===== src/tma_pkg.sv =====
// shared types and constants for the trimmed moving average filter
package tma_pkg;

  localparam int SMP_W = 16;

  typedef logic signed [SMP_W-1:0] smp_t;

  localparam smp_t SMP_MAX = 16'sh7fff;
  localparam smp_t SMP_MIN = 16'sh8000;

  // back end sequencer codes
  localparam int ST_W = 3;
  localparam logic [ST_W-1:0] S_IDLE = 3'd0;
  localparam logic [ST_W-1:0] S_SCAN = 3'd1;
  localparam logic [ST_W-1:0] S_LAST = 3'd2;
  localparam logic [ST_W-1:0] S_TRIM = 3'd3;
  localparam logic [ST_W-1:0] S_ABS  = 3'd4;
  localparam logic [ST_W-1:0] S_MUL  = 3'd5;
  localparam logic [ST_W-1:0] S_OUT  = 3'd6;

endpackage


===== src/tma_ram.sv =====
// generic single-write, single-read ram with registered read data
module tma_ram #(
  parameter int DW    = 16,
  parameter int DEPTH = 10
) (
  input  logic                     clk,
  input  logic                     we,
  input  logic [$clog2(DEPTH)-1:0] waddr,
  input  logic [DW-1:0]            wdata,
  input  logic                     re,
  input  logic [$clog2(DEPTH)-1:0] raddr,
  output logic [DW-1:0]            rdata
);

  logic [DW-1:0] mem [DEPTH];

  always_ff @(posedge clk) begin
    if (we) begin
      mem[waddr] <= wdata;
    end
    if (re) begin
      rdata <= mem[raddr];
    end
  end

endmodule


===== src/tma_front.sv =====
// input side: takes samples and tags each with its window slot
module tma_front #(
  parameter int WINDOW = 10
) (
  input  logic                      clk,
  input  logic                      rst_n,
  input  logic                      in_valid,
  output logic                      in_stall,
  input  tma_pkg::smp_t             in_sample,
  input  logic                      q_full,
  output logic                      q_push,
  output logic [$clog2(WINDOW)-1:0] q_pos,
  output tma_pkg::smp_t             q_sample
);
  import tma_pkg::*;

  localparam int AW = $clog2(WINDOW);
  localparam logic [AW-1:0] LAST_POS = AW'(WINDOW - 1);

  logic [AW-1:0] pos_r;
  logic [AW-1:0] pos_nxt;

  assign in_stall = q_full;
  assign q_push   = in_valid && !q_full;
  assign q_pos    = pos_r;
  assign q_sample = in_sample;

  always_comb begin
    pos_nxt = pos_r;
    if (q_push) begin
      pos_nxt = (pos_r == LAST_POS) ? '0 : pos_r + AW'(1);
    end
  end

  always_ff @(posedge clk) begin
    if (!rst_n) begin
      pos_r <= '0;
    end else begin
      pos_r <= pos_nxt;
    end
  end

endmodule


===== src/tma_queue.sv =====
// two-entry request queue between the front and back ends
module tma_queue #(
  parameter int DW = 20
) (
  input  logic          clk,
  input  logic          rst_n,
  input  logic          push,
  input  logic [DW-1:0] push_data,
  input  logic          pop,
  output logic [DW-1:0] pop_data,
  output logic          full,
  output logic          empty
);

  logic [DW-1:0] slot_r [2];
  logic          wr_ptr_r;
  logic          rd_ptr_r;
  logic [1:0]    cnt_r;

  assign full     = (cnt_r == 2'd2);
  assign empty    = (cnt_r == 2'd0);
  assign pop_data = slot_r[rd_ptr_r];

  always_ff @(posedge clk) begin
    if (push) begin
      slot_r[wr_ptr_r] <= push_data;
    end
  end

  always_ff @(posedge clk) begin
    if (!rst_n) begin
      wr_ptr_r <= 1'b0;
      rd_ptr_r <= 1'b0;
      cnt_r    <= 2'd0;
    end else begin
      if (push) begin
        wr_ptr_r <= !wr_ptr_r;
      end
      if (pop) begin
        rd_ptr_r <= !rd_ptr_r;
      end
      case ({push, pop})
        2'b10:   cnt_r <= cnt_r + 2'd1;
        2'b01:   cnt_r <= cnt_r - 2'd1;
        default: cnt_r <= cnt_r;
      endcase
    end
  end

endmodule


===== src/tma_back.sv =====
// back end: window store, scan for max/min/sum, trimmed mean and output register
module tma_back #(
  parameter int WINDOW = 10
) (
  input  logic                      clk,
  input  logic                      rst_n,
  input  logic                      q_empty,
  input  logic [$clog2(WINDOW)-1:0] q_pos,
  input  tma_pkg::smp_t             q_sample,
  output logic                      q_pop,
  output logic                      out_valid,
  input  logic                      out_stall,
  output tma_pkg::smp_t             out_filtered
);
  import tma_pkg::*;

  localparam int AW  = $clog2(WINDOW);
  localparam int DIV = WINDOW - 2;
  localparam int SW  = $clog2(WINDOW) + SMP_W;
  localparam int TW  = SW + 1;
  // magnitude of the trimmed sum stays below 2^NW
  localparam int NW  = $clog2(DIV * 32768 + 1);
  localparam int LW  = $clog2(DIV);
  localparam int SH  = NW + LW;
  localparam int MW  = NW + 1;
  // rounded-up reciprocal, exact floor division for values below 2^NW
  localparam logic [MW-1:0] RECIP =
    MW'(((64'd1 << SH) + 64'(DIV) - 64'd1) / 64'(DIV));
  localparam logic [AW-1:0] LAST_K = AW'(WINDOW - 1);

  logic [ST_W-1:0]        state_r, state_nxt;
  logic [AW-1:0]          k_r;
  logic [WINDOW-1:0]      vld_r;
  logic                   rd_pend_r;
  logic                   rd_vld_r;
  logic                   ram_re;
  smp_t                   ram_rdata;
  smp_t                   cur_v;
  smp_t                   hi_r, lo_r;
  logic signed [SW-1:0]   sum_r;
  logic signed [TW-1:0]   trim_r;
  logic [NW-1:0]          mag_r;
  logic                   neg_r;
  logic [NW+MW-1:0]       prod_r;
  logic [SMP_W-1:0]       quo;
  logic                   out_valid_r;
  smp_t                   out_filt_r;
  logic                   out_free;

  assign q_pop    = (state_r == S_IDLE) && !q_empty;
  assign ram_re   = (state_r == S_SCAN);
  assign out_free = !out_valid_r || !out_stall;

  tma_ram #(
    .DW    (SMP_W),
    .DEPTH (WINDOW)
  ) u_ram (
    .clk   (clk),
    .we    (q_pop),
    .waddr (q_pos),
    .wdata (q_sample),
    .re    (ram_re),
    .raddr (k_r),
    .rdata (ram_rdata)
  );

  // entries never written since reset read as zero
  assign cur_v = rd_vld_r ? ram_rdata : '0;
  assign quo   = prod_r[SH +: SMP_W];

  always_comb begin
    state_nxt = state_r;
    case (state_r)
      S_IDLE:  if (!q_empty) state_nxt = S_SCAN;
      S_SCAN:  if (k_r == LAST_K) state_nxt = S_LAST;
      S_LAST:  state_nxt = S_TRIM;
      S_TRIM:  state_nxt = S_ABS;
      S_ABS:   state_nxt = S_MUL;
      S_MUL:   state_nxt = S_OUT;
      S_OUT:   if (out_free) state_nxt = S_IDLE;
      default: state_nxt = S_IDLE;
    endcase
  end

  always_ff @(posedge clk) begin
    if (!rst_n) begin
      state_r     <= S_IDLE;
      vld_r       <= '0;
      rd_pend_r   <= 1'b0;
      out_valid_r <= 1'b0;
      k_r         <= '0;
    end else begin
      state_r   <= state_nxt;
      rd_pend_r <= (state_r == S_SCAN);
      if (q_pop) begin
        vld_r[q_pos] <= 1'b1;
        k_r          <= '0;
      end else if (state_r == S_SCAN && k_r != LAST_K) begin
        k_r <= k_r + AW'(1);
      end
      if (state_r == S_OUT && out_free) begin
        out_valid_r <= 1'b1;
      end else if (!out_stall) begin
        out_valid_r <= 1'b0;
      end
    end
  end

  always_ff @(posedge clk) begin
    if (state_r == S_SCAN) begin
      rd_vld_r <= vld_r[k_r];
    end
    if (q_pop) begin
      hi_r  <= SMP_MIN;
      lo_r  <= SMP_MAX;
      sum_r <= '0;
    end else if (rd_pend_r) begin
      // max and min tracked independently
      if (cur_v > hi_r) hi_r <= cur_v;
      if (cur_v < lo_r) lo_r <= cur_v;
      sum_r <= sum_r + SW'(cur_v);
    end
    if (state_r == S_TRIM) begin
      trim_r <= TW'(sum_r) - TW'(hi_r) - TW'(lo_r);
    end
    if (state_r == S_ABS) begin
      neg_r <= trim_r[TW-1];
      mag_r <= trim_r[TW-1] ? NW'(-trim_r) : NW'(trim_r);
    end
    if (state_r == S_MUL) begin
      prod_r <= (NW+MW)'(mag_r) * (NW+MW)'(RECIP);
    end
    if (state_r == S_OUT && out_free) begin
      out_filt_r <= neg_r ? smp_t'(-quo) : smp_t'(quo);
    end
  end

  assign out_valid    = out_valid_r;
  assign out_filtered = out_filt_r;

endmodule


===== src/trimmed_moving_average_filter.sv =====
// trimmed moving average filter top level: front end, request queue, back end
// the back end finishes each sample, walking the window through the single read
//   port of the store, before it takes the next request from the queue
// the front takes up to two more samples while the back end works
// reset (synchronous, rst_n low) empties the queue, zeroes the write slot and
//   marks every window entry as zero
module trimmed_moving_average_filter #(
  parameter int WINDOW = 10
) (
  input  logic          clk,
  input  logic          rst_n,
  input  logic          in_valid,
  output logic          in_stall,
  input  tma_pkg::smp_t in_sample,
  output logic          out_valid,
  input  logic          out_stall,
  output tma_pkg::smp_t out_filtered
);
  import tma_pkg::*;

  localparam int AW = $clog2(WINDOW);
  localparam int QW = SMP_W + AW;

  logic          q_push, q_pop, q_full, q_empty;
  logic [AW-1:0] f_pos;
  smp_t          f_sample;
  logic [QW-1:0] q_rd;

  tma_front #(
    .WINDOW (WINDOW)
  ) u_front (
    .clk       (clk),
    .rst_n     (rst_n),
    .in_valid  (in_valid),
    .in_stall  (in_stall),
    .in_sample (in_sample),
    .q_full    (q_full),
    .q_push    (q_push),
    .q_pos     (f_pos),
    .q_sample  (f_sample)
  );

  tma_queue #(
    .DW (QW)
  ) u_queue (
    .clk       (clk),
    .rst_n     (rst_n),
    .push      (q_push),
    .push_data ({f_pos, f_sample}),
    .pop       (q_pop),
    .pop_data  (q_rd),
    .full      (q_full),
    .empty     (q_empty)
  );

  tma_back #(
    .WINDOW (WINDOW)
  ) u_back (
    .clk          (clk),
    .rst_n        (rst_n),
    .q_empty      (q_empty),
    .q_pos        (q_rd[QW-1:SMP_W]),
    .q_sample     (q_rd[SMP_W-1:0]),
    .q_pop        (q_pop),
    .out_valid    (out_valid),
    .out_stall    (out_stall),
    .out_filtered (out_filtered)
  );

  a_no_push_full: assert property (@(posedge clk) disable iff (!rst_n)
    q_push |-> !q_full)
    else $error("request pushed into a full queue");

  a_no_pop_empty: assert property (@(posedge clk) disable iff (!rst_n)
    q_pop |-> !q_empty)
    else $error("back end popped an empty queue");

  a_one_at_a_time: assert property (@(posedge clk) disable iff (!rst_n)
    q_pop |=> !q_pop)
    else $error("back end took a new request while scanning");

endmodule


===== config.mk =====
export PLATFORM = sky130hd
export DESIGN_NAME = trimmed_moving_average_filter
export DESIGN_NICKNAME = d
export VERILOG_FILES = /design/src/tma_pkg.sv /design/src/tma_ram.sv /design/src/tma_front.sv /design/src/tma_queue.sv /design/src/tma_back.sv /design/src/trimmed_moving_average_filter.sv
export SDC_FILE = /design/constraint.sdc
export NUM_CORES = 1
export LEC_CHECK = 0
export BUFFER_PORTS_ARGS = -buffer_cell sky130_fd_sc_hd__clkbuf_2
export CORE_MARGIN = 3
export CORE_UTILIZATION = 31
export DETAILED_ROUTE_END_ITERATION = 8
export PLACE_DENSITY = 0.5
export SLEW_MARGIN = 40
export SYNTH_ARGS = -nofsm -noshare
export SYNTH_HDL_FRONTEND = slang
export SYNTH_SLANG_ARGS = --single-unit

===== constraint.sdc =====
create_clock -name clk -period 3.3 [get_ports clk]
set_clock_uncertainty 0.2 [all_clocks]
set_input_delay 0.33 -clock clk [delete_from_list [all_inputs] [get_ports clk]]
set_output_delay 0.33 -clock clk [all_outputs]
set_load 0.05 [all_outputs]

**Word-level counts from Yosys, hierarchy flattened**

Memories as Yosys holds them, arrays and structs flattened. A register that Yosys moved wholly into a read port is not among the register bits.
Index checks and enable logic that the tools add are counted.

- Flip-flop bits (word level): 156
- RAM bits: 200
- Bits of input ports: 20
- Output and inout port bits: 18
- Memories kept: 2

Memories:

| name | words | bits a word | rd ports | clocked after memory_dff | write ports | line | text |
|---|---|---|---|---|---|---|---|
| u_back.u_ram.mem | 10 | 16 | 1 | 1 | 1 | tma_ram.sv:15 | `logic [DW-1:0] mem [DEPTH];` |
| u_queue.slot_r | 2 | 20 | 1 | 1 | 1 | tma_queue.sv:15 | `logic [DW-1:0] slot_r [2];` |

- Add/subtract/negate cells: 9
- Magnitude comparators: 5
- Eq/ne operators: 16
- Mux-type cells: 21
- Bitwise gates (word level): 2
- Reductions and logical operators: 19

Operators with widths:

| operator | number |
|---|---|
| $mux 16 | 2 |
| $pmux 3 s7 | 1 |
| $sub 20x16->21 | 1 |
| $sub 21x16->21 | 1 |
| $add 20x16->20 | 1 |
| $mux 19 | 1 |
| $neg 19->19 | 1 |
| $gt 16x16->1 | 1 |
| $lt 16x16->1 | 1 |
| $neg 16->16 | 1 |
| $lt 4x5->1 const B | 2 |
| $mux 1 | 10 |
| $or 10x10->10 | 1 |
| $eq 3x3->1 const B | 3 |
| $mux 3 | 3 |
| $add 4x1->4 const B | 2 |
| $eq 4x4->1 const B | 2 |
| $eq 3x2->1 const B | 2 |
| $logic_not 1->1 | 6 |
| $logic_and 1x1->1 | 5 |
| $bmux 1 s4 | 1 |
| $demux 1 s4 | 1 |
| $eq 2x2->1 const B | 2 |
| $ge 4x1->1 const B | 1 |
| 17 further kinds | 20 |

**Depth between registers and ports, before layout**

Gate-level depths: netlist of run 1.

- Word-level depth: 5
- Gate-level depth with buffers: 12
- Mapped depth without buffers: 12

**Modules after synthesis**

Synthesis of run 1 repeated with hierarchy kept, for this count alone.

- Cells, all modules: 1299
- Area, all modules: 17267.8 µm²

Modules (own cells, without submodules):

| module | times used | cells each | area each (µm²) | sequential area each (µm²) |
|---|---|---|---|---|
| tma_back | 1 | 820 | 8418.1 | 3523.4 |
| tma_ram | 1 | 358 | 6872.8 | 5285.1 |
| tma_queue | 1 | 84 | 1652.8 | 1301.2 |
| tma_front | 1 | 37 | 324.1 | 80.1 |

**Least setup slack after synthesis of run 1**

No wires, ideal clock.

- Path kind: reg2reg
- Start point: reg u_back.state_r[2]
- End point: mem u_back.u_ram.mem[2][0] (enable)
- Arrival: 2900 ps
- Slack: -234 ps
- Stages on the path, launching flop included: 5
- Clock period less this slack: 3534 ps
- Path through: dfxtp_1 clkbuf_1 or4_1 clkbuf_1 nor4_1

- Word-level cells in the longest chain between the ends: 4

Ends and longest elaborated chain:

| element | line | text |
|---|---|---|
| start, declared | tma_back.sv:31 | `logic [ST_W-1:0] state_r, state_nxt;` |
| start signal, assigned | tma_back.sv:93 | `state_r <= state_nxt;` |
| $logic_not 3->1 | tma_back.sv:50 | `assign q_pop = (state_r == S_IDLE) && !q_empty;` |
| $logic_and 1x1->1 | tma_back.sv:50 |  |
| $mux 1 | tma_ram.sv:18 | `if (we) begin` |
| $mux 1 (not written as such) | tma_ram.sv:19 | `mem[waddr] <= wdata;` |
| end, declared | tma_ram.sv:15 |  |

Every way passes these cells.

**Worst setup path in the final report of run 1**

- Start point: reg u_back.trim_r[3]
- End point: reg u_back.mag_r[18] (data pin)

- Word-level cells in the longest chain between the ends: 2

Ends and longest elaborated chain:

| element | line | text |
|---|---|---|
| start, declared | tma_back.sv:41 | `logic signed [TW-1:0] trim_r;` |
| start signal, assigned | tma_back.sv:124 | `trim_r <= TW'(sum_r) - TW'(hi_r) - TW'(lo_r);` |
| $neg 19->19 | tma_back.sv:128 | `mag_r <= trim_r[TW-1] ? NW'(-trim_r) : NW'(trim_r);` |
| $mux 19 | tma_back.sv:128 |  |
| end signal, assigned | tma_back.sv:128 |  |
| end, declared | tma_back.sv:42 | `logic [NW-1:0] mag_r;` |

Every way passes these cells.
A chain may end at the register's enable or synchronous reset.

==> results.py, run 1 <==
metrics = {
    "layout": {
        "areaGrowthSynthToFinish_pct": 18.07,
        "drive_above_1_share": 0.1782,
        "layout_common_cells": "edfxtp_1, nand2_1, dfxtp_1",
        "diodes": 0,
        "num-nets-final": 1473,
        "stdcell_area_um2": 19950,
        "fill_cells": 5089,
        "layout_commonest_cell": "edfxtp_1",
    },
    "setup_path": {
        "crit_path_end_kind": "register",
        "path_cells": "or4_4, or4_4, or4_4, or2_4, or4_4, o31ai_4, xnor2_1",
        "critPathArrivalTime_ns": 3.42,
        "path_class": "reg2reg",
        "slowest_stage": "or4_4",
        "path_max_fanout": 4,
        "path_common_cell": "or4_4",
        "max_stage_delay_ns": 0.55,
        "required_ns": 3.41,
        "cp-start-kind": "register",
    },
    "min_path": {
        "hold_class": "in2reg",
    },
    "drt": {
        "vias": 9900,
        "vias_per_cell": 4.773,
        "drc": 0,
        "first_iter_violations": 488,
        "postRouteAntennaNets": 0,
        "wl_per_cell_um": 16.91,
        "dr.pass1.iters": 6,
        "wirelength_mm": 35.07,
    },
    "synthesis": {
        "ys_ff_latch": 366,
        "synthDistinctLibCells": 57,
        "synth_async_sr_flop_share": 0,
        "synth_area_per_cell_um2": 13.60,
        "netlist_area_um2": 16890,
        "synth_top_flop_cell": "edfxtp_1",
        "synth-warning-count": 0,
        "syn_inst": 1242,
        "syn_nets": 1359,
        "synth-seq-area-share": 0.6032,
        "synth_edf_count": 286,
    },
    "timing": {
        "hold_viol": 0,
        "relSlewSlack": 0.5099,
        "slew_viol_final": 0,
        "fmax_mhz": 302.1,
        "tightest_slew_ns": 0.7351,
        "min_period_ns": 3.310,
        "worst_slack_ns": -0.01029,
        "finalCritPeriodShare": 1.003,
        "rsz0062_at_grt": "yes",
        "setup_viol": 1,
    },
    "global_routing": {
        "grt_pass1_vias": 9985,
        "grt_overflow": 0,
        "grt_usage": 0.1237,
        "grt_max_degree": 50,
        "antenna_found_initial": 0,
        "grt_pass1_wl_mm": 55.32,
    },
    "clock_tree": {
        "clk_pin_slew_ns": 0.06,
        "cts_buffers": 41,
        "root_buffer": "clkbuf_16",
        "cts_buffer_depth": 3,
        "cts-htree-levels": 2,
        "clkSinkCount": 366,
        "insertion_delay_ns": 0.57,
        "tritoncts": "built",
    },
    "outcome": {
        "violations": "negative setup slack",
        "status": "finished, violations left",
    },
    "place": {
        "gp_congestion": 0.8695,
        "dpl_cell_area_um2": 18320,
        "post-place-ws_ns": -0.008287,
        "dp_hpwl_mm": 24.38,
        "portBuffers": 37,
    },
    "floorplan": {
        "die_w_um": 239.4,
        "dieArea_um2": 57330,
        "top_level_ports": 38,
        "initial_core_util": 0.3176,
        "die_h_um": 239.4,
        "design.core.area_um2": 53180,
        "rows": 84,
    },
    "pwr": {
        "p_per_area_nw_per_um2": 984.2,
        "vdd_drop_max_mv": 0.4197,
        "leakage_nw": 7.231,
    },
    "flow_run": {
        "maxCapViolations": 0,
    },
}
-- synth_stat cells (all sizes together) (2+ instances only) --
cell     instances  area share
nand2           93       0.021
a21boi           6      0.0027
a2111oi          2      0.0010
and2            23      0.0085
or4              8      0.0044
a31oi            5      0.0019
a21oi           66       0.020
nor4             7      0.0026
a211o            2      0.0010
o211ai          17      0.0076
ha              76       0.056
a311oi           2      0.0010
o41ai            3      0.0016
buf              8      0.0018
nor3             6      0.0018
a21o            20      0.0089
mux2            17       0.011
a211oi          21      0.0093
mux4            34       0.045
xor2            21       0.011
o21ba            2      0.0012
a221oi           2      0.0010
nand2b           9      0.0033
inv             56       0.012
fa              21       0.025
o21bai           4      0.0018
nand3b           2     0.00089
nor3b            3      0.0013
and3             4      0.0015
edfxtp         286        0.51
nand4           10      0.0037
nor2b           26      0.0096
dfxtp           80       0.095
nor2            60       0.013
xnor2           54       0.028
clkbuf          40      0.0089
o31ai           14      0.0070
or3              4      0.0015
nand3           14      0.0041
mux2i           50       0.030
o21a            16      0.0071
o21ai           36       0.011
-- cell families after synthesis --
group           after synthesis  share of synthesized area
compound gates              227                    0.08844
xor+xnor                     75                    0.03889
fa+ha+maj                    97                    0.08118
buf+inv                     104                    0.02311
flops                       366                     0.6032
mux                         101                    0.08629
simple gates                272                    0.07888
-- cell type report --
type	instances	area, um2	share of cell area
Clock buffer	47	1049	0.05257
Clock inverter	26	322.8	0.01618
Inverter	56	210.2	0.01054
Multi-Input combinational cell	772	6425	0.3221
Sequential cell	366	10200	0.5112
Tap cell	688	860.8	0.04316
Timing Repair Buffer	119	882.1	0.04423
-- layer usage --
metal  wire length, um  share of wire  track usage
met1             15730           0.45       0.1566
met2             17280           0.49       0.2126
met3              1138          0.032      0.02360
met4               917          0.026      0.04251
met5                 0              0            0
-- worst paths after layout --
check,end,slack [ns],start,cells past startpoint
setup / recovery,u_back.mag_r[18],-0.01,u_back.trim_r[3],7
hold / removal,u_queue.wr_ptr_r,0.13,rst_n,2
setup reg to reg,u_back.mag_r[18],-0.01,u_back.trim_r[3],7
hold reg to reg,u_back.prod_r[28],0.22,u_back.mag_r[9],0
-- through the flow --
stage / power, W / utilization / hold slack [ns] / instances / setup TNS (ns)
6_report: 0.01963 / 0.3750 / 0.1319 / 2074 / -0.01029
5_1_grt: 0.02105 / 0.3750 / 0.1663 / 2074 / -0.1135
4_1_cts: 0.01978 / 0.3737 / 0.1092 / 2073 / -0.02165
3_5_place_dp: 0.01501 / 0.3445 / 0.2045 / 1982 / -0.008287
3_3_place_gp: 0.01492 / 0.3443 / 0.2054 / 1982 / -0.0003648
2_1_floorplan: 0.01267 / - / 0.2003 / 1242 / -15.18
-- report_power, final --
group,internal (W),leakage (nW),switching (W)
clock,0.00277,0.664,0.00188
sequential,0.00628,3.25,0.000467
combinational,0.00370,3.31,0.00454
total,0.0127,7.23,0.00689
-- what timing repair did --
action,4_1_cts,5_1_grt
pin swaps,0,3
hold buffers,18,0
setup buffers,0,1
hold endpoints to repair,36,0
setup endpoints to repair,3,21
resized for setup,1,17
-- registers in the layout, indices dropped and copies added, names as in the netlist, 2 cells and up, named ones only --
| signal | flops |
|---|---|
| u_back.prod_r | 16 |
| u_back.u_ram.mem | 160 |
| u_back.out_filtered | 16 |
| u_front.q_pos | 4 |
| u_back.k_r | 4 |
| u_queue.slot_r | 40 |
| u_back.u_ram.rdata | 16 |
| u_back.vld_r | 10 |
| u_back.mag_r | 16 |
| u_queue.cnt_r | 2 |
| u_back.sum_r | 20 |
| u_back.state_r | 3 |
| u_back.lo_r | 16 |
| u_back.hi_r | 16 |
| u_back.trim_r | 20 |
-- worst max-delay path, delay by kind of cell, from the launching register on --
kind	cells	cell delay [ns]
simple gates	5	2.20
flops	1	0.39
compound gates	1	0.20
xor+xnor	1	0.08
(Power assumes the default switching activity.)
==> run 2, diff against run 1 <==
--- a/config.mk
+++ b/config.mk
@@ -9,8 +9,9 @@
 export CORE_MARGIN = 3
 export CORE_UTILIZATION = 31
 export DETAILED_ROUTE_END_ITERATION = 8
-export PLACE_DENSITY = 0.5
+export PLACE_DENSITY = 0.48
 export SLEW_MARGIN = 40
 export SYNTH_ARGS = -nofsm -noshare
 export SYNTH_HDL_FRONTEND = slang
+export SYNTH_HIERARCHICAL = 1
 export SYNTH_SLANG_ARGS = --single-unit
==> constraint.sdc (replaced) <==
create_clock -name clk -period 4.1 [get_ports clk]
set_clock_uncertainty 0.2 [all_clocks]
set_input_delay 0.41 -clock clk [delete_from_list [all_inputs] [get_ports clk]]
set_output_delay 0.41 -clock clk [all_outputs]
set_load 0.05 [all_outputs]
==> run 2 against run 1 <==
Net effect:
- the flow now finishes without violations
- sequential power is 22% lower
- clock-buffer cell count is 10 higher
- synthesized cell count is 4.6% higher
- maximum frequency is 5.8% lower
- clock power is 25% lower
- worst hold slack worse by 0.031 ns
- area after synthesis is 2.2% higher
- combinational power is 29% lower
- die area is 2.2% higher
- power is 26% lower
- critical endpoint is now u_back/hi_r[5]
- largest cell class unchanged
- highest routed layer unchanged
==> results.py, run 2 <==
metrics = {
    "outcome": {
        "status": "finished clean",
    },
    "global_routing": {
        "grt_pass1_wl_mm": 59.59,
        "grt_max_degree": 45,
        "grt_pass1_vias": 10396,
        "grt_usage": 0.1287,
        "antenna_found_initial": 0,
        "grt_overflow": 0,
    },
    "synthesis": {
        "synthDistinctLibCells": 69,
        "synth_most_common_cell": "edfxtp_1",
        "synth_async_sr_flop_share": 0,
        "synth_area_per_cell_um2": 13.29,
        "syn_inst": 1299,
        "synthTopCellsByCount": "edfxtp_1, nand2_1, dfxtp_1",
        "synth_top_flop_cell": "edfxtp_1",
        "yosys.area.top_type": "edfxtp_1",
        "ys_ff_latch": 366,
        "synth_area_leaders": "edfxtp_1, dfxtp_1, ha_1",
        "netlist_area_um2": 17270,
        "synth_edf_count": 286,
        "synth_top_area_share": 0.4974,
        "synth-warning-count": 6,
        "syn_nets": 1416,
        "synth-seq-area-share": 0.5901,
    },
    "drt": {
        "first_iter_violations": 445,
        "vias_per_cell": 4.741,
        "wirelength_mm": 37.31,
        "wl_per_cell_um": 17.50,
        "dr.pass1.iters": 4,
        "vias": 10108,
        "postRouteAntennaNets": 0,
        "drc": 0,
    },
    "place": {
        "portBuffers": 37,
        "dp_hpwl_mm": 24.58,
        "gp_congestion": 0.8032,
        "post-place-ws_ns": 0.6435,
    },
    "timing": {
        "tightest_slew_ns": 0.7158,
        "min_period_ns": 3.512,
        "fmax_mhz": 284.7,
        "setup_viol": 0,
        "fin_hold_ws_ns": 0.1008,
        "finalSetupTns_ns": 0,
        "rsz0062_at_grt": "no",
        "worst_slack_ns": 0.5877,
        "relSlewSlack": 0.5187,
        "finalCritPeriodShare": 0.8567,
        "slew_viol_final": 0,
        "hold_viol": 0,
    },
    "floorplan": {
        "design.core.area_um2": 54450,
        "initial_core_util": 0.3171,
        "die_h_um": 242.0,
        "dieArea_um2": 58570,
        "die_w_um": 242.0,
        "rows": 85,
        "top_level_ports": 38,
    },
    "layout": {
        "final_util": 0.3625,
        "largest_register_ffs": 160,
        "layout_common_cells": "edfxtp_1, nand2_1, dfxtp_1",
        "layout_commonest_cell": "edfxtp_1",
        "reg.largest.list": "u_back/u_ram/mem: 160 flops, u_queue/slot_r: 40 flops",
        "drive_above_1_share": 0.1644,
        "diodes": 0,
        "largest-register": "u_back/u_ram/mem",
        "num-nets-final": 1478,
        "areaGrowthSynthToFinish_pct": 14.30,
        "fill_cells": 5330,
    },
    "clock_tree": {
        "cts-htree-levels": 2,
        "clk_pin_slew_ns": 0.06,
        "insertion_delay_ns": 0.56,
        "root_buffer": "clkbuf_16",
        "tritoncts": "built",
        "clkSinkCount": 366,
        "cts_buffer_depth": 3,
        "cts_buffers": 41,
        "post_cts_buffers": 0,
    },
    "pwr": {
        "leakage_nw": 7.116,
        "p_per_area_nw_per_um2": 739.2,
        "vdd_drop_max_mv": 0.3855,
    },
    "setup_path": {
        "cp-start-kind": "register",
        "required_ns": 4.32,
        "path_max_fanout": 16,
        "critPathArrivalTime_ns": 3.73,
        "crit_path_end_kind": "register",
        "path_class": "reg2reg",
    },
    "min_path": {
        "hold_class": "in2reg",
    },
    "flow_run": {
        "maxCapViolations": 0,
    },
}
[run 2: worst paths after layout]
path                                  startpoint                end  slack [ns]  cells after the start
worst max-delay path             u_back/rd_vld_r     u_back/hi_r[5]        0.59                     11
worst min-delay path                    in_valid   u_front/q_pos[2]        0.10                      4
worst max register to register   u_back/rd_vld_r     u_back/hi_r[5]        0.59                     11
worst min register to register  u_back/mag_r[15]  u_back/prod_r[34]        0.21                      0
[run 2: kinds of logic (layout without fill, tap and decap cells)]
kind of cell,count (synthesis),in the layout,share of synthesized area
xor+xnor,71,71,0.03601
flops,366,366,0.5901
fa+ha+maj,97,97,0.07941
compound gates,249,249,0.1022
buf+inv,116,210,0.03275
mux,128,128,0.08057
simple gates,272,272,0.07891
[run 2: critical path, stage by stage, from the launching register on]
cell and delay [ns]:
edfxtp_1 0.60, nand2_1 0.31, inv_1 0.22, ha_1 0.40, nand4_1 0.16, nor4_1 0.29, a21boi_0 0.31, nor2_1 0.07
o211ai_1 0.21, buf_4 0.32, mux2i_1 0.23, nor2_1 0.05
[run 2: metrics by stage]
| step | std cells | area [um2] | power, W |
|---|---|---|---|
| 2_1_floorplan | 1299 | 17270 | 0.009697 |
| 3_3_place_gp | 2040 | 18250 | 0.01120 |
| 3_5_place_dp | 2040 | 18270 | 0.01123 |
| 4_1_cts | 2132 | 19740 | 0.01486 |
| 5_1_grt | 2132 | 19740 | 0.01570 |
| 6_report | 2132 | 19740 | 0.01459 |
[run 2: cell type report]
| cell class | instances | area, um2 | area share |
|---|---|---|---|
| clock inverters | 18 | 136.4 | 0.006910 |
| repair buffers | 80 | 550.5 | 0.02789 |
| multi-input cells | 817 | 6569 | 0.3328 |
| flip-flops and latches | 366 | 10190 | 0.5164 |
| inverters | 55 | 206.4 | 0.01046 |
| well taps | 739 | 924.6 | 0.04685 |
| clock buffers | 57 | 1157 | 0.05864 |
[run 2: routing by layer]
| layer | part of all wire | wire length [um] | GRT usage | vias to the layer above |
|---|---|---|---|---|
| li1 | - | - | - | 4949 |
| met5 | 0 | 0 | 0 | - |
| met1 | 0.44 | 16440 | 0.1614 | 4976 |
| met4 | 0.021 | 782 | 0.03801 | 0 |
| met2 | 0.51 | 18870 | 0.2275 | 134 |
| met3 | 0.033 | 1218 | 0.02158 | 49 |
[run 2: timing repair]
action	in CTS	in global routing
hold buffers	17	0
endpoints found under the hold margin	33	0
gates resized for setup	0	0
[run 2: report_power, final]
part | switching [W] | internal, W
registers | 0.000328 | 0.00493
clock network | 0.00146 | 0.00204
logic | 0.00335 | 0.00249
==> run 3, diff against run 2 <==
--- a/config.mk
+++ b/config.mk
@@ -10,6 +10,7 @@
 export CORE_UTILIZATION = 31
 export DETAILED_ROUTE_END_ITERATION = 8
 export PLACE_DENSITY = 0.48
+export REMOVE_ABC_BUFFERS = 1
 export SLEW_MARGIN = 40
 export SYNTH_ARGS = -nofsm -noshare
 export SYNTH_HDL_FRONTEND = slang
==> run 3 against run 2 <==
Net effect:
- sequential share of layout area down 0.24 points
- final cell count did not move
- die area unchanged
- largest power group unchanged
- highest routed layer unchanged
==> results.py, run 3 (synthesis gave the netlist of run 2 again) <==
metrics = {
    "outcome": {
        "status": "finished clean",
    },
    "layout": {
        "largest-register": "u_back/u_ram/mem",
        "areaGrowthSynthToFinish_pct": 14.86,
        "layout_commonest_cell": "edfxtp_1",
        "diodes": 0,
        "drive_above_1_share": 0.1658,
        "reg.largest.list": "u_back/u_ram/mem: 160 flops, u_queue/slot_r: 40 flops",
        "num-nets-final": 1479,
        "layoutNonFillerInstCount": 2132,
        "largest_register_ffs": 160,
        "layout_common_cells": "edfxtp_1, nand2_1, dfxtp_1",
    },
    "pwr": {
        "p_per_area_nw_per_um2": 738.2,
        "vdd_drop_max_mv": 0.3126,
        "power_w": 0.01464,
        "leakage_nw": 7.158,
    },
    "floorplan": {
        "top_level_ports": 38,
        "design.core.area_um2": 54450,
        "dieArea_um2": 58570,
        "rows": 85,
        "die_w_um": 242.0,
        "initial_core_util": 0.3171,
        "die_h_um": 242.0,
    },
    "clock_tree": {
        "insertion_delay_ns": 0.59,
        "clkSinkCount": 366,
        "cts_buffers": 43,
        "cts_resized": 0,
        "postCtsHoldBufs": 17,
        "cts_buffer_depth": 3,
        "post_cts_buffers": 0,
        "clk_pin_slew_ns": 0.06,
        "tritoncts": "built",
        "root_buffer": "clkbuf_16",
        "cts-htree-levels": 2,
    },
    "drt": {
        "postRouteAntennaNets": 0,
        "first_iter_violations": 511,
        "drc": 0,
        "vias": 9979,
        "dr.pass1.iters": 4,
        "vias_per_cell": 4.681,
        "wl_per_cell_um": 16.54,
        "wirelength_mm": 35.26,
    },
    "min_path": {
        "hold_depth": 4,
        "hold_class": "in2reg",
        "min-delay-start": "in_valid",
        "hold_end": "u_front/q_pos[1]",
    },
    "timing": {
        "fin_hold_ws_ns": 0.07634,
        "slew_viol_final": 0,
        "hold_viol": 0,
        "rsz0062_at_grt": "no",
        "tightest_slew_ns": 0.7769,
        "min_period_ns": 3.609,
        "fmax_mhz": 277.1,
        "finalCritPeriodShare": 0.8803,
        "worst_slack_ns": 0.4908,
        "setup_viol": 0,
        "finalSetupTns_ns": 0,
        "relSlewSlack": 0.4821,
    },
    "setup_path": {
        "required_ns": 4.35,
        "max_stage_delay_ns": 0.58,
        "rr_startpoint": "u_back/rd_vld_r",
        "path_class": "reg2reg",
        "critPathArrivalTime_ns": 3.86,
        "worstRegToRegCells": 11,
        "crit_path_end_kind": "register",
        "path_cells": "nand2_1, inv_1, ha_1, nand4_1, nor4_1, a21boi_0, nor2_1, o211ai_1, buf_12, mux2i_1, nor2_1",
        "crit-reg2reg-capture": "u_back/hi_r[3]",
        "path_common_cell": "nor2_1",
        "cp-start-kind": "register",
        "r2r_setup_slack_ns": 0.49,
        "slowest_stage": "edfxtp_1",
        "path_max_fanout": 16,
    },
    "global_routing": {
        "busiest_layer": "met2",
        "grtUsageMet2": 0.2167,
        "grt_pass1_wl_mm": 56.77,
        "grt_max_degree": 49,
        "grt_overflow": 0,
        "grt_use_met1": 0.1508,
        "antenna_found_initial": 0,
        "grt_pass1_vias": 10326,
        "met3_usage": 0.02678,
        "grt_usage": 0.1222,
    },
    "place": {
        "place_inst": 2039,
        "portBuffers": 37,
        "post-place-ws_ns": 0.4755,
        "dp_hpwl_mm": 23.16,
        "gp_congestion": 0.7923,
    },
    "flow_run": {
        "maxCapViolations": 0,
    },
}
==> run 3: per-stage QoR <==
step | instance area [um2] | util
2_1_floorplan | 16910 | -
3_3_place_gp | 18270 | 0.3356
3_5_place_dp | 18290 | 0.3359
4_1_cts | 19830 | 0.3642
5_1_grt | 19830 | 0.3642
6_report | 19830 | 0.3642
==> run 3: layer usage <==
metal / wire [um] / part of all wire / vias to the layer above
met3: 1286 / 0.036 / 46
met5: 0 / 0 / -
met2: 17420 / 0.49 / 134
met1: 15910 / 0.45 / 4834
met4: 646 / 0.018 / 0
li1: - / - / 4965
==> run 3: worst max-delay path by stage <==
stage	startpoint	end	slack (ns)	cells past startpoint
floorplan	u_back/state_r[2]	u_back/u_ram/mem[0][0]	0.12	4
global placement	u_back/rd_vld_r	u_back/hi_r[8]	0.52	11
detailed placement	u_back/rd_vld_r	u_back/hi_r[3]	0.48	11
CTS	u_back/rd_vld_r	u_back/hi_r[3]	0.45	11
global route	u_back/rd_vld_r	u_back/hi_r[10]	0.23	11
finish	u_back/rd_vld_r	u_back/hi_r[3]	0.49	11
==> run 3: where the power goes <==
group	internal, W	switching (W)	total [W]
Clock	0.00222	0.00152	0.00373
Sequential	0.00493	0.000409	0.00534
Combinational	0.00246	0.00311	0.00557
Total	0.00960	0.00504	0.0146
==> run 3: worst max-delay path: cells and delay by family (launching register included) <==
kind / cells / cell delay, ns
buffers and inverters: 2 / 0.43
adders and majority gates: 1 / 0.38
AOI/OAI and AO/OA: 2 / 0.89
and+or+nand+nor: 5 / 0.79
muxes: 1 / 0.21
DFF: 1 / 0.58
==> run 3: final cells by class <==
class | instances | area [um2]
fill | 5293 | 34620
inverter | 55 | 206.4
timing repair buffer | 79 | 568.0
sequential | 366 | 10190
clock inverter | 15 | 185.2
multi-input combinational | 817 | 6570
tap | 739 | 924.6
clock buffer | 61 | 1185
